$ cat src/hdl/i2cts_pkg.sv
// ----------------------------------------------------------------------------
// I2C transaction sequencer package
// Shared types, codes and constants of the sequencer
// ----------------------------------------------------------------------------
`timescale 1ns / 1ps

package i2cts_pkg;

  localparam int unsigned MaxLengthDef = 255;
  localparam int unsigned TimeoutW     = 20;
  localparam logic [TimeoutW-1:0] TimeoutResetVal = 20'd1000000;

  typedef enum logic [1:0] {
    OP_REQUEST = 2'd0,
    OP_WBYTE   = 2'd1,
    OP_STATUS  = 2'd2,
    OP_TICK    = 2'd3
  } op_e;

  localparam logic [2:0] KIND_PROBE     = 3'd0;
  localparam logic [2:0] KIND_WRITE     = 3'd1;
  localparam logic [2:0] KIND_READ      = 3'd2;
  localparam logic [2:0] KIND_REG_WRITE = 3'd3;
  localparam logic [2:0] KIND_REG_READ  = 3'd4;

  typedef enum logic [2:0] {
    CMD_NONE    = 3'd0,
    CMD_START   = 3'd1,
    CMD_WRITE   = 3'd2,
    CMD_READ    = 3'd3,
    CMD_STOP    = 3'd4,
    CMD_RESTART = 3'd5
  } cmd_e;

  localparam logic [1:0] ST_OK      = 2'd0;
  localparam logic [1:0] ST_NACK    = 2'd1;
  localparam logic [1:0] ST_ARB     = 2'd2;
  localparam logic [1:0] ST_TIMEOUT = 2'd3;

  typedef enum logic [16:0] {
    PH_IDLE         = 17'h00001,
    PH_PREP_CHECK   = 17'h00002,
    PH_PREP_CLEAR   = 17'h00004,
    PH_PREP_READY   = 17'h00008,
    PH_PREP_NOTBUSY = 17'h00010,
    PH_START_PRE    = 17'h00020,
    PH_AWAIT_BYTE   = 17'h00040,
    PH_FAIL_CHECK   = 17'h00080,
    PH_RUN_START    = 17'h00100,
    PH_RUN_ADDR     = 17'h00200,
    PH_RUN_REG      = 17'h00400,
    PH_RUN_RESTART  = 17'h00800,
    PH_RUN_ADDR2    = 17'h01000,
    PH_RUN_WDATA    = 17'h02000,
    PH_RUN_RDATA    = 17'h04000,
    PH_RUN_STOP     = 17'h08000,
    PH_RUN_FAILSTOP = 17'h10000
  } phase_e;

  typedef struct packed {
    phase_e              phase;
    logic [2:0]          held_kind;
    logic [6:0]          held_device;
    logic [7:0]          held_register;
    logic                saw_not_ready;
    logic [TimeoutW-1:0] wait_count;
    logic [1:0]          pending_failure;
  } seq_state_t;

  typedef struct packed {
    op_e        op;
    logic [2:0] kind;
    logic [6:0] dev_addr;
    logic [7:0] reg_addr;
    logic [7:0] length;
    logic [7:0] write_byte;
    logic       core_ready;
    logic       core_busy;
    logic       core_arb_lost;
    logic       core_nack;
    logic [7:0] core_rdata;
  } item_t;

  typedef struct packed {
    cmd_e       cmd;
    logic [7:0] cmd_data;
    logic       clear_arb_lost;
    logic       want_write_byte;
    logic       read_valid;
    logic [7:0] read_byte;
    logic       done_res;
    logic [1:0] status;
  } result_t;

endpackage

$ cat src/hdl/i2cts_step.sv
// ----------------------------------------------------------------------------
// I2C transaction sequencer step logic
// Next state and result of the sequencer for one registered input item
// ----------------------------------------------------------------------------
`timescale 1ns / 1ps

module i2cts_step import i2cts_pkg::*; #(
  parameter int unsigned MAX_LENGTH = MaxLengthDef,
  localparam int unsigned LenW = $clog2(MAX_LENGTH + 1)
) (
  input  item_t               item_i,
  input  seq_state_t          state_i,
  input  logic [LenW-1:0]     bytes_left_i,
  input  logic [TimeoutW-1:0] timeout_i,
  output seq_state_t          state_o,
  output logic [LenW-1:0]     bytes_left_o,
  output result_t             res_o,
  output logic                res_valid_o
);

  localparam int unsigned CmpW = (LenW > 8) ? LenW : 8;
  localparam logic [CmpW-1:0] MaxLen = CmpW'(MAX_LENGTH);

  seq_state_t          st;
  logic [LenW-1:0]     bl;
  logic [LenW-1:0]     bl_dec;
  logic [CmpW-1:0]     len_ext;
  logic [CmpW-1:0]     len_sat;
  result_t             r;
  logic                do_iss;
  cmd_e                iss_cmd;
  logic [7:0]          iss_data;
  phase_e              iss_ph;
  logic                do_fin;
  logic [1:0]          fin_st;
  logic                do_ask;
  logic                adv_en;
  phase_e              adv_from;
  logic                in_prep;
  logic                in_run;
  logic                wrote;
  logic [TimeoutW:0]   wait_inc;
  logic [7:0]          addr_wr;
  logic [7:0]          addr_rd;

  assign len_ext = CmpW'(item_i.length);
  assign len_sat = (len_ext > MaxLen) ? MaxLen : len_ext;
  assign bl_dec  = (bytes_left_i != '0) ? bytes_left_i - LenW'(1) : bytes_left_i;
  assign addr_wr = {state_i.held_device, 1'b0};
  assign addr_rd = {state_i.held_device, 1'b1};
  assign wait_inc = {1'b0, state_i.wait_count} + (TimeoutW+1)'(1);

  assign in_prep = (state_i.phase == PH_PREP_CLEAR) || (state_i.phase == PH_PREP_READY) ||
                   (state_i.phase == PH_PREP_NOTBUSY) || (state_i.phase == PH_START_PRE);
  assign in_run  = (state_i.phase == PH_RUN_START) || (state_i.phase == PH_RUN_ADDR) ||
                   (state_i.phase == PH_RUN_REG) || (state_i.phase == PH_RUN_RESTART) ||
                   (state_i.phase == PH_RUN_ADDR2) || (state_i.phase == PH_RUN_WDATA) ||
                   (state_i.phase == PH_RUN_RDATA) || (state_i.phase == PH_RUN_STOP) ||
                   (state_i.phase == PH_RUN_FAILSTOP);
  assign wrote   = (state_i.phase == PH_RUN_ADDR) || (state_i.phase == PH_RUN_REG) ||
                   (state_i.phase == PH_RUN_ADDR2) || (state_i.phase == PH_RUN_WDATA);

  always_comb begin
    st       = state_i;
    bl       = bytes_left_i;
    r        = '0;
    do_iss   = 1'b0;
    iss_cmd  = CMD_NONE;
    iss_data = '0;
    iss_ph   = PH_IDLE;
    do_fin   = 1'b0;
    fin_st   = ST_OK;
    do_ask   = 1'b0;
    adv_en   = 1'b0;
    adv_from = PH_PREP_READY;

    unique case (item_i.op)
      OP_REQUEST: begin
        if (state_i.phase == PH_IDLE && item_i.kind <= KIND_REG_READ) begin
          st.held_kind       = item_i.kind;
          st.held_device     = item_i.dev_addr;
          st.held_register   = item_i.reg_addr;
          bl                 = (item_i.kind == KIND_PROBE) ? '0 : LenW'(len_sat);
          st.saw_not_ready   = 1'b0;
          st.wait_count      = '0;
          st.pending_failure = ST_OK;
          if (item_i.kind != KIND_PROBE && item_i.kind != KIND_REG_WRITE &&
              item_i.length == 8'd0) begin
            do_fin = 1'b1;
            fin_st = ST_OK;
          end else begin
            st.phase = PH_PREP_CHECK;
          end
        end
      end
      OP_WBYTE: begin
        if (state_i.phase == PH_AWAIT_BYTE) begin
          do_iss   = 1'b1;
          iss_cmd  = CMD_WRITE;
          iss_data = item_i.write_byte;
          iss_ph   = PH_RUN_WDATA;
        end
      end
      OP_STATUS: begin
        if (state_i.phase == PH_PREP_CHECK) begin
          if (item_i.core_arb_lost) begin
            r.clear_arb_lost = 1'b1;
            st.phase         = PH_PREP_CLEAR;
          end else begin
            adv_en = 1'b1;
          end
        end else if (state_i.phase == PH_PREP_CLEAR) begin
          adv_en = !item_i.core_arb_lost;
        end else if (in_prep) begin
          adv_en   = 1'b1;
          adv_from = state_i.phase;
        end else if (state_i.phase == PH_FAIL_CHECK) begin
          if (!item_i.core_arb_lost && item_i.core_ready) begin
            do_iss = 1'b1;
            iss_cmd = CMD_STOP;
            iss_ph = PH_RUN_FAILSTOP;
          end else begin
            do_fin = 1'b1;
            fin_st = state_i.pending_failure;
          end
        end else if (in_run) begin
          if (item_i.core_arb_lost) begin
            do_fin = 1'b1;
            fin_st = (state_i.phase == PH_RUN_FAILSTOP) ? state_i.pending_failure : ST_ARB;
          end else if (!state_i.saw_not_ready) begin
            if (!item_i.core_ready) begin
              st.saw_not_ready = 1'b1;
              st.wait_count    = '0;
            end
          end else if (item_i.core_ready) begin
            if (wrote && item_i.core_nack) begin
              st.pending_failure = ST_NACK;
              do_iss  = 1'b1;
              iss_cmd = CMD_STOP;
              iss_ph  = PH_RUN_FAILSTOP;
            end else begin
              unique case (state_i.phase)
                PH_RUN_START: begin
                  do_iss   = 1'b1;
                  iss_cmd  = CMD_WRITE;
                  iss_data = (state_i.held_kind == KIND_READ) ? addr_rd : addr_wr;
                  iss_ph   = PH_RUN_ADDR;
                end
                PH_RUN_ADDR: begin
                  if (state_i.held_kind == KIND_PROBE) begin
                    do_iss  = 1'b1;
                    iss_cmd = CMD_STOP;
                    iss_ph  = PH_RUN_STOP;
                  end else if (state_i.held_kind == KIND_WRITE) begin
                    do_ask = 1'b1;
                  end else if (state_i.held_kind == KIND_READ) begin
                    do_iss   = 1'b1;
                    iss_cmd  = CMD_READ;
                    iss_data = {7'd0, bytes_left_i == LenW'(1)};
                    iss_ph   = PH_RUN_RDATA;
                  end else begin
                    do_iss   = 1'b1;
                    iss_cmd  = CMD_WRITE;
                    iss_data = state_i.held_register;
                    iss_ph   = PH_RUN_REG;
                  end
                end
                PH_RUN_REG: begin
                  if (state_i.held_kind == KIND_REG_READ) begin
                    do_iss  = 1'b1;
                    iss_cmd = CMD_RESTART;
                    iss_ph  = PH_RUN_RESTART;
                  end else if (bytes_left_i == '0) begin
                    do_iss  = 1'b1;
                    iss_cmd = CMD_STOP;
                    iss_ph  = PH_RUN_STOP;
                  end else begin
                    do_ask = 1'b1;
                  end
                end
                PH_RUN_RESTART: begin
                  do_iss   = 1'b1;
                  iss_cmd  = CMD_WRITE;
                  iss_data = addr_rd;
                  iss_ph   = PH_RUN_ADDR2;
                end
                PH_RUN_ADDR2: begin
                  do_iss   = 1'b1;
                  iss_cmd  = CMD_READ;
                  iss_data = {7'd0, bytes_left_i == LenW'(1)};
                  iss_ph   = PH_RUN_RDATA;
                end
                PH_RUN_WDATA: begin
                  bl = bl_dec;
                  if (bl_dec == '0) begin
                    do_iss  = 1'b1;
                    iss_cmd = CMD_STOP;
                    iss_ph  = PH_RUN_STOP;
                  end else begin
                    do_ask = 1'b1;
                  end
                end
                PH_RUN_RDATA: begin
                  r.read_valid = 1'b1;
                  r.read_byte  = item_i.core_rdata;
                  bl           = bl_dec;
                  do_iss       = 1'b1;
                  if (bl_dec == '0) begin
                    iss_cmd = CMD_STOP;
                    iss_ph  = PH_RUN_STOP;
                  end else begin
                    iss_cmd  = CMD_READ;
                    iss_data = {7'd0, bl_dec == LenW'(1)};
                    iss_ph   = PH_RUN_RDATA;
                  end
                end
                PH_RUN_STOP: begin
                  do_fin = 1'b1;
                  fin_st = ST_OK;
                end
                default: begin
                  do_fin = 1'b1;
                  fin_st = state_i.pending_failure;
                end
              endcase
            end
          end
        end
      end
      OP_TICK: begin
        if (in_prep || in_run) begin
          if (wait_inc >= {1'b0, timeout_i}) begin
            if (in_prep || state_i.phase == PH_RUN_START || state_i.phase == PH_RUN_STOP) begin
              do_fin = 1'b1;
              fin_st = ST_TIMEOUT;
            end else if (state_i.phase == PH_RUN_FAILSTOP) begin
              do_fin = 1'b1;
              fin_st = state_i.pending_failure;
            end else begin
              st.pending_failure = ST_TIMEOUT;
              st.phase           = PH_FAIL_CHECK;
              st.saw_not_ready   = 1'b0;
            end
          end else begin
            st.wait_count = wait_inc[TimeoutW-1:0];
          end
        end
      end
      default: ;
    endcase

    // bus preparation: ready, then not busy, then ready again
    if (adv_en) begin
      if (item_i.core_arb_lost) begin
        do_fin = 1'b1;
        fin_st = ST_ARB;
      end else if (adv_from == PH_PREP_READY && !item_i.core_ready) begin
        st.phase = PH_PREP_READY;
      end else if (adv_from != PH_START_PRE && item_i.core_busy) begin
        st.phase = PH_PREP_NOTBUSY;
      end else if (!item_i.core_ready) begin
        st.phase = PH_START_PRE;
      end else begin
        do_iss  = 1'b1;
        iss_cmd = CMD_START;
        iss_ph  = PH_RUN_START;
      end
    end

    if (st.phase != state_i.phase) begin
      st.wait_count = '0;
    end

    if (do_iss) begin
      r.cmd            = iss_cmd;
      r.cmd_data       = iss_data;
      st.phase         = iss_ph;
      st.saw_not_ready = 1'b0;
      st.wait_count    = '0;
    end
    if (do_ask) begin
      r.want_write_byte = 1'b1;
      st.phase          = PH_AWAIT_BYTE;
      st.saw_not_ready  = 1'b0;
      st.wait_count     = '0;
    end
    if (do_fin) begin
      r.done_res         = 1'b1;
      r.status           = fin_st;
      st.phase           = PH_IDLE;
      st.saw_not_ready   = 1'b0;
      st.wait_count      = '0;
      st.pending_failure = ST_OK;
    end
  end

  assign state_o      = st;
  assign bytes_left_o = bl;
  assign res_o        = r;
  assign res_valid_o  = (r.cmd != CMD_NONE) || r.clear_arb_lost || r.want_write_byte ||
                        r.read_valid || r.done_res;

endmodule

$ cat src/hdl/i2c_transaction_sequencer_top.sv
// A result passes from the input register through the step logic into the output register.
// Throughput: one item per cycle unless the result stream stalls; the input register
// and the result register each take a new entry whenever the stage behind them moves.
// Reset: sequencer idle, all held request state zero, timeout_ticks 1000000.
// ----------------------------------------------------------------------------
// I2C transaction sequencer top level
// Stream front end, state registers and result register around the step logic
// ----------------------------------------------------------------------------
`timescale 1ns / 1ps

module i2c_transaction_sequencer_top import i2cts_pkg::*; #(
  parameter int unsigned MAX_LENGTH = MaxLengthDef
) (
  input  logic                clk_i,
  input  logic                rst_ni,
  input  logic                cfg_we_i,
  input  logic [TimeoutW-1:0] cfg_wdata_i,   // timeout_ticks
  input  logic                s_axis_tvalid,
  output logic                s_axis_tready,
  // kind, dev_addr, reg_addr, length, write_byte, core_ready, core_busy,
  // core_arb_lost, core_nack, core_rdata, zero fill
  input  logic [47:0]         s_axis_tdata,
  input  logic [1:0]          s_axis_tuser,  // op
  output logic                m_axis_tvalid,
  input  logic                m_axis_tready,
  // cmd, cmd_data, clear_arb_lost, want_write_byte, read_valid, read_byte,
  // done_res, status, zero fill
  output logic [31:0]         m_axis_tdata
);

  localparam int unsigned LenW = $clog2(MAX_LENGTH + 1);

  logic [TimeoutW-1:0] timeout_q;
  logic                in_valid_q;
  item_t               in_item_q;
  seq_state_t          state_q, state_d;
  logic [LenW-1:0]     bytes_left_q, bytes_left_d;
  logic                out_valid_q;
  result_t             out_res_q;
  result_t             res;
  logic                res_valid;
  logic                out_free;
  logic                fire;
  item_t               s_item;

  assign out_free      = !out_valid_q || m_axis_tready;
  assign fire          = in_valid_q && out_free;
  assign s_axis_tready = !in_valid_q || fire;

  assign s_item.op            = op_e'(s_axis_tuser);
  assign s_item.kind          = s_axis_tdata[2:0];
  assign s_item.dev_addr      = s_axis_tdata[9:3];
  assign s_item.reg_addr      = s_axis_tdata[17:10];
  assign s_item.length        = s_axis_tdata[25:18];
  assign s_item.write_byte    = s_axis_tdata[33:26];
  assign s_item.core_ready    = s_axis_tdata[34];
  assign s_item.core_busy     = s_axis_tdata[35];
  assign s_item.core_arb_lost = s_axis_tdata[36];
  assign s_item.core_nack     = s_axis_tdata[37];
  assign s_item.core_rdata    = s_axis_tdata[45:38];

  always_ff @(posedge clk_i or negedge rst_ni) begin
    if (!rst_ni) begin
      timeout_q <= TimeoutResetVal;
    end else if (cfg_we_i) begin
      timeout_q <= cfg_wdata_i;
    end
  end

  always_ff @(posedge clk_i or negedge rst_ni) begin
    if (!rst_ni) begin
      in_valid_q <= 1'b0;
    end else if (s_axis_tready) begin
      in_valid_q <= s_axis_tvalid;
    end
  end

  always_ff @(posedge clk_i) begin
    if (s_axis_tvalid && s_axis_tready) begin
      in_item_q <= s_item;
    end
  end

  i2cts_step #(
    .MAX_LENGTH (MAX_LENGTH)
  ) u_step (
    .item_i       (in_item_q),
    .state_i      (state_q),
    .bytes_left_i (bytes_left_q),
    .timeout_i    (timeout_q),
    .state_o      (state_d),
    .bytes_left_o (bytes_left_d),
    .res_o        (res),
    .res_valid_o  (res_valid)
  );

  always_ff @(posedge clk_i or negedge rst_ni) begin
    if (!rst_ni) begin
      state_q.phase           <= PH_IDLE;
      state_q.held_kind       <= '0;
      state_q.held_device     <= '0;
      state_q.held_register   <= '0;
      state_q.saw_not_ready   <= 1'b0;
      state_q.wait_count      <= '0;
      state_q.pending_failure <= '0;
      bytes_left_q            <= '0;
    end else if (fire) begin
      state_q      <= state_d;
      bytes_left_q <= bytes_left_d;
    end
  end

  always_ff @(posedge clk_i or negedge rst_ni) begin
    if (!rst_ni) begin
      out_valid_q <= 1'b0;
    end else if (fire) begin
      out_valid_q <= res_valid;
    end else if (m_axis_tready) begin
      out_valid_q <= 1'b0;
    end
  end

  always_ff @(posedge clk_i) begin
    if (fire) begin
      out_res_q <= res;
    end
  end

  assign m_axis_tvalid = out_valid_q;
  assign m_axis_tdata  = {7'd0, out_res_q.status, out_res_q.done_res, out_res_q.read_byte,
                          out_res_q.read_valid, out_res_q.want_write_byte,
                          out_res_q.clear_arb_lost, out_res_q.cmd_data, out_res_q.cmd};

endmodule

$ cat config.mk
export PLATFORM = sky130hd
export DESIGN_NAME = i2c_transaction_sequencer_top
export DESIGN_NICKNAME = d
export VERILOG_FILES = /design/src/hdl/i2cts_pkg.sv /design/src/hdl/i2cts_step.sv /design/src/hdl/i2c_transaction_sequencer_top.sv
export SDC_FILE = /design/constraint.sdc
export NUM_CORES = 1
export LEC_CHECK = 0
export BUFFER_PORTS_ARGS = -buffer_cell sky130_fd_sc_hd__buf_4
export CAP_MARGIN = 5
export CORE_MARGIN = 3
export CORE_UTILIZATION = 45
export DETAILED_ROUTE_END_ITERATION = 12
export HOLD_SLACK_MARGIN = 0.08
export PLACE_DENSITY = 0.75
export SLEW_MARGIN = 25
export SYNTH_ARGS = -nofsm -noshare
export SYNTH_HDL_FRONTEND = slang
export SYNTH_SLANG_ARGS = --single-unit
$ cat constraint.sdc
create_clock -name clk_i -period 9.03 [get_ports clk_i]
set_input_delay 0.903 -clock clk_i [delete_from_list [all_inputs] [get_ports clk_i]]
set_output_delay 0.903 -clock clk_i [all_outputs]
set_load 0.01 [all_outputs]
==> flow_summary.html <==
<table>
<tr><th>Metric</th><th>Value</th></tr>
<tr><th colspan="2">Placed design</th></tr>
<tr><td>Cell area reported after detailed placement</td><td>10300 µm²</td></tr>
<tr><td>PortBufs</td><td>99</td></tr>
<tr><td>Final HPWL DP</td><td>17.3 mm</td></tr>
<tr><td>Routability Congestion</td><td>0.981</td></tr>
<tr><th colspan="2">Synth</th></tr>
<tr><td>Mean area per synthesized cell</td><td>9.87 µm²</td></tr>
<tr><td>Post-synth top area share</td><td>23.3%</td></tr>
<tr><td>Post-synth top flop</td><td>sky130_fd_sc_hd__dfrtp_1</td></tr>
<tr><td>Proportion of register bits with asynchronous set or reset after synthesis</td><td>54.7%</td></tr>
<tr><td>Number of warnings reported in the yosys synthesis log</td><td>0</td></tr>
<tr><td>Post-synth top area cell</td><td>sky130_fd_sc_hd__edfxtp_1</td></tr>
<tr><td>Cells taking the most area after synthesis</td><td>sky130_fd_sc_hd__edfxtp_1 23%, sky130_fd_sc_hd__dfrtp_1 21%, sky130_fd_sc_hd__ha_1 3.7%</td></tr>
<tr><td>Synthesis-stage register bit count</td><td>161</td></tr>
<tr><td>EDFF count, synth</td><td>73</td></tr>
<tr><td>Post-synthesis cell type count</td><td>90</td></tr>
<tr><td>Area of the mapped netlist</td><td>9420 µm²</td></tr>
<tr><td>Number of instances in the synthesized netlist</td><td>955</td></tr>
<tr><td>Share of the yosys chip area belonging to registers</td><td>46.7%</td></tr>
<tr><th colspan="2">Routing</th></tr>
<tr><td>Pre-antenna DRT Iters</td><td>5</td></tr>
<tr><td>Number of DRC violations after detailed-routing iteration 0</td><td>761</td></tr>
<tr><td>Routed wire length per instance</td><td>18.3 µm</td></tr>
<tr><td>Post-Route WL</td><td>24.0 mm</td></tr>
<tr><td>Total number of vias</td><td>7733</td></tr>
<tr><td>Post-detailed-route count of antenna-violating nets</td><td>0</td></tr>
<tr><td>Total DRC errors in the routed layout</td><td>0</td></tr>
<tr><td>Vias per std cell</td><td>5.91</td></tr>
<tr><th colspan="2">Layout</th></tr>
<tr><td>Area of all placed cells without fillers</td><td>10900 µm²</td></tr>
<tr><td>Leading cell type in the layout, fill and taps excluded</td><td>sky130_fd_sc_hd__buf_4</td></tr>
<tr><td>Net count, final</td><td>1129</td></tr>
<tr><td>Area growth from synthesis to layout</td><td>15.8%</td></tr>
<tr><td>Fraction of final layout cells sized beyond drive strength 1</td><td>19.4%</td></tr>
<tr><td>N_diodes</td><td>0</td></tr>
<tr><td>Most frequent cells in the layout</td><td>106 x sky130_fd_sc_hd__buf_4, 82 x sky130_fd_sc_hd__nand2_1, 80 x sky130_fd_sc_hd__dfrtp_1, 73 x sky130_fd_sc_hd__edfxtp_1, 70 x sky130_fd_sc_hd__o21ai_0</td></tr>
<tr><th colspan="2">Worst setup path</th></tr>
<tr><td>Beginning of the critical path</td><td>state_q[2]$_DFFE_PN0P_</td></tr>
<tr><td>Register-to-Register Setup Slack</td><td>3.57 ns</td></tr>
<tr><td>Depth of the worst register-to-register path</td><td>16</td></tr>
<tr><td>Endpoint kind of the worst setup timing path</td><td>flip-flop</td></tr>
<tr><td>Data required time of the critical path</td><td>9.40 ns</td></tr>
<tr><td>Arrival time of data at the critical path endpoint</td><td>5.83 ns</td></tr>
<tr><td>Destination of the worst register-to-register timing path</td><td>state_q[51]$_DFFE_PN0P_</td></tr>
<tr><td>Critical path type</td><td>flip-flop to flip-flop</td></tr>
<tr><td>Crit-path max FO</td><td>7</td></tr>
<tr><td>Kind of start point of the critical path</td><td>flip-flop</td></tr>
<tr><td>Sequence of cells on the critical path</td><td>ha_1 -&gt; nand4_1 -&gt; or3_1 -&gt; nor4_1 -&gt; xnor2_1 -&gt; inv_1 -&gt; ha_1 -&gt; a21o_1 -&gt; a21o_1 -&gt; a221oi_1 -&gt; o21ai_0 -&gt; o21ai_1 -&gt; o211ai_1 -&gt; or3_1 -&gt; o21ai_1 -&gt; a22o_1</td></tr>
<tr><td>Crit path largest cell delay</td><td>0.57 ns</td></tr>
<tr><td>Reg-to-Reg Start</td><td>state_q[2]$_DFFE_PN0P_</td></tr>
<tr><td>Max stage delay cell, worst path</td><td>sky130_fd_sc_hd__or3_1</td></tr>
<tr><td>Capture point of the critical path</td><td>state_q[51]$_DFFE_PN0P_</td></tr>
<tr><th colspan="2">Timing</th></tr>
<tr><td>Slew at the pin closest to its max-slew limit</td><td>1.05 ns</td></tr>
<tr><td>Achievable frequency</td><td>183 MHz</td></tr>
<tr><td>Share of the clock period used by the worst path</td><td>60.4%</td></tr>
<tr><td>Post-route clock skew</td><td>0.0158 ns</td></tr>
<tr><td>RSZ-0062 raised after global routing</td><td>no</td></tr>
<tr><td>Max-slew violations</td><td>0</td></tr>
<tr><td>Final setup fails</td><td>0</td></tr>
<tr><td>Setup TNS</td><td>0 ns</td></tr>
<tr><td>Time the worst path needs with I/O delays and setup</td><td>5.46 ns</td></tr>
<tr><td>Worst-case headroom to the max-slew limit</td><td>29.7%</td></tr>
<tr><td>Final hold vios</td><td>0</td></tr>
<tr><th colspan="2">Power and ir drop</th></tr>
<tr><td>P per Cell Area</td><td>173 nW/µm²</td></tr>
<tr><td>Worst vdd rail ir drop</td><td>0.178 mV</td></tr>
<tr><td>Lkg Pwr</td><td>4.57 nW</td></tr>
<tr><th colspan="2">Outcome</th></tr>
<tr><td>Result of the run</td><td>completed</td></tr>
<tr><th colspan="2">Worst hold path</th></tr>
<tr><td>Kind of path behind the tightest hold check</td><td>input pin to asynchronous set/reset pin</td></tr>
<tr><th colspan="2">CTS</th></tr>
<tr><td>Total clock buffers created by CTS</td><td>17</td></tr>
<tr><td>Number of buffers on the longest clock path</td><td>2</td></tr>
<tr><td>CTS-repair resized insts</td><td>0</td></tr>
<tr><td>Post-CTS clock slew at the launch and capture registers of the worst setup and hold paths</td><td>0.07 ns</td></tr>
<tr><td>Clock H-tree levels</td><td>4</td></tr>
<tr><td>Cts-stage hold buffer count</td><td>0</td></tr>
<tr><td>Clock tree root buffer cell</td><td>sky130_fd_sc_hd__clkbuf_16</td></tr>
<tr><td>TritonCTS clock tree</td><td>yes</td></tr>
<tr><td>CTS sink cnt</td><td>161</td></tr>
<tr><td>Worst-skew pair later-pin latency</td><td>0.43 ns</td></tr>
<tr><td>Total setup buffers inserted after CTS</td><td>0</td></tr>
<tr><th colspan="2">Die</th></tr>
<tr><td>Starting utilization of the core area</td><td>46.1%</td></tr>
<tr><td>Top-level I/O count</td><td>109</td></tr>
<tr><td>Total number of placement rows</td><td>52</td></tr>
<tr><td>Horizontal die dimension</td><td>151 µm</td></tr>
<tr><td>Core Box Area</td><td>20400 µm²</td></tr>
<tr><td>Die area</td><td>22700 µm²</td></tr>
<tr><td>Overall die height</td><td>151 µm</td></tr>
<tr><th colspan="2">Global route</th></tr>
<tr><td>Initial antenna violation count</td><td>0</td></tr>
<tr><td>Maximum number of pins on one net before global-route repair</td><td>68</td></tr>
<tr><td>Total gr overflow</td><td>0</td></tr>
<tr><td>Number of global-route vias before repair</td><td>7461</td></tr>
<tr><td>First-pass GRT wire length</td><td>38.3 mm</td></tr>
<tr><td>Overall fraction of global-route tracks in use</td><td>21.3%</td></tr>
<tr><th colspan="2">Flow run</th></tr>
<tr><td>Max-cap check violation count</td><td>0</td></tr>
</table>
-- sequential cells by signal, indices dropped and copies added (netlist names) --
| register | cells |
|---|---|
| state_q | 58 |
| in_item_q | 48 |
| m_axis_tdata | 25 |
| timeout_q | 20 |
| bytes_left_q | 8 |
| in_valid_q | 1 |
| m_axis_tvalid | 1 |
-- final cells by class --
type                            instances  area, µm²
Sequential cell                       161       4400
Clock buffer                           18        439
Tap cell                              270        338
Clock inverter                         14        173
Multi-Input combinational cell        676       4520
Inverter                               64        240
Fill cell                            1796       9520
Timing Repair Buffer                  106        796
-- worst max-delay path: cells and delay by family, from the launching register on --
kind | cells | cell delay, ns
flops | 1 | 0.46
compound gates | 8 | 2.41
simple gates | 4 | 1.65
buf+inv | 1 | 0.07
fa+ha+maj | 2 | 0.58
xor+xnor | 1 | 0.21
-- where the power goes --
group | leakage (nW) | total [mW] | switching (mW) | internal (mW)
registers | 1.88 | 0.894 | 0.0624 | 0.832
clock network | 0.290 | 0.727 | 0.347 | 0.381
logic | 2.40 | 0.268 | 0.146 | 0.121
total | 4.57 | 1.89 | 0.555 | 1.33
-- cells by family (layout without fill, tap and decap cells) --
group / after synthesis / after routing / share of synthesized area, %
AND/OR/NAND/NOR: 342 / 342 / 19.6
buffers and inverters: 124 / 202 / 5.51
multiplexers: 22 / 22 / 2.74
XOR/XNOR: 26 / 26 / 2.42
flip-flops: 161 / 161 / 46.7
other: 1 / 7 / 0.0398
AO/OA/AOI/OAI: 251 / 251 / 19.3
adder cells (fa/ha/maj): 28 / 28 / 3.72
-- through the flow --
| step | instances | setup WS, ns | power (mW) | util (%) | hold slack (ns) |
|---|---|---|---|---|---|
| floorplan | 961 | 4.61 | 1.08 | - | 0.455 |
| global placement | 1277 | 3.76 | 1.17 | 50.4 | 0.458 |
| detailed placement | 1277 | 3.69 | 1.17 | 50.4 | 0.466 |
| CTS | 1309 | 3.66 | 1.90 | 53.4 | 0.337 |
| global route | 1309 | 3.19 | 1.98 | 53.4 | 0.349 |
| finish | 1309 | 3.57 | 1.89 | 53.4 | 0.344 |
-- layer usage --
metal	global-route usage [%]	vias to the layer above	share of wire, %
li1	-	3684	-
met1	27.9	3645	42
met2	35.3	353	47
met3	4.39	51	8.3
met4	7.43	0	2.7
met5	0	-	0
-- synthesized netlist by cell type, types with 6 or more instances --
cell type and n:
sky130_fd_sc_hd__o2bb2ai_1 6, sky130_fd_sc_hd__nor3_1 33, sky130_fd_sc_hd__edfxtp_1 73, sky130_fd_sc_hd__a21oi_1 26, sky130_fd_sc_hd__xor2_1 6, sky130_fd_sc_hd__or3_1 10, sky130_fd_sc_hd__clkbuf_1 44, sky130_fd_sc_hd__buf_4 7
sky130_fd_sc_hd__a22oi_1 16, sky130_fd_sc_hd__a32o_1 7, sky130_fd_sc_hd__nand3_1 28, sky130_fd_sc_hd__a22o_1 16, sky130_fd_sc_hd__o22ai_1 9, sky130_fd_sc_hd__nor2b_1 8, sky130_fd_sc_hd__nor3b_1 6, sky130_fd_sc_hd__nand4_1 20
sky130_fd_sc_hd__o21ai_0 70, sky130_fd_sc_hd__nor2_1 60, sky130_fd_sc_hd__o22ai_2 9, sky130_fd_sc_hd__xnor2_1 20, sky130_fd_sc_hd__mux2_2 20, sky130_fd_sc_hd__nand2b_1 13, sky130_fd_sc_hd__inv_1 63, sky130_fd_sc_hd__ha_1 28
sky130_fd_sc_hd__dfrtp_1 80, sky130_fd_sc_hd__dfstp_2 8, sky130_fd_sc_hd__a21o_1 7, sky130_fd_sc_hd__nand2_1 82, sky130_fd_sc_hd__o211ai_1 8, sky130_fd_sc_hd__nor4_1 12, sky130_fd_sc_hd__o31ai_1 7, sky130_fd_sc_hd__a31oi_1 10
sky130_fd_sc_hd__and3_1 9, sky130_fd_sc_hd__and2_1 19
-- how the worst min path moves through the flow --
stage,from,endpoint,slack [ns],depth (start not counted)
finish,rst_ni,timeout_q[0]$_DFFE_PN0P_,0.34,1
floorplan,in_item_q[33]$_DFFE_PP_,state_q[28]$_DFFE_PN0P_,0.46,1
CTS,rst_ni,timeout_q[0]$_DFFE_PN0P_,0.34,1
global placement,in_item_q[42]$_DFFE_PP_,state_q[37]$_DFFE_PN0P_,0.46,1
global route,rst_ni,timeout_q[0]$_DFFE_PN0P_,0.35,1
detailed placement,in_item_q[31]$_DFFE_PP_,state_q[26]$_DFFE_PN0P_,0.47,1
Note: power is estimated with default switching activity, not from simulation.
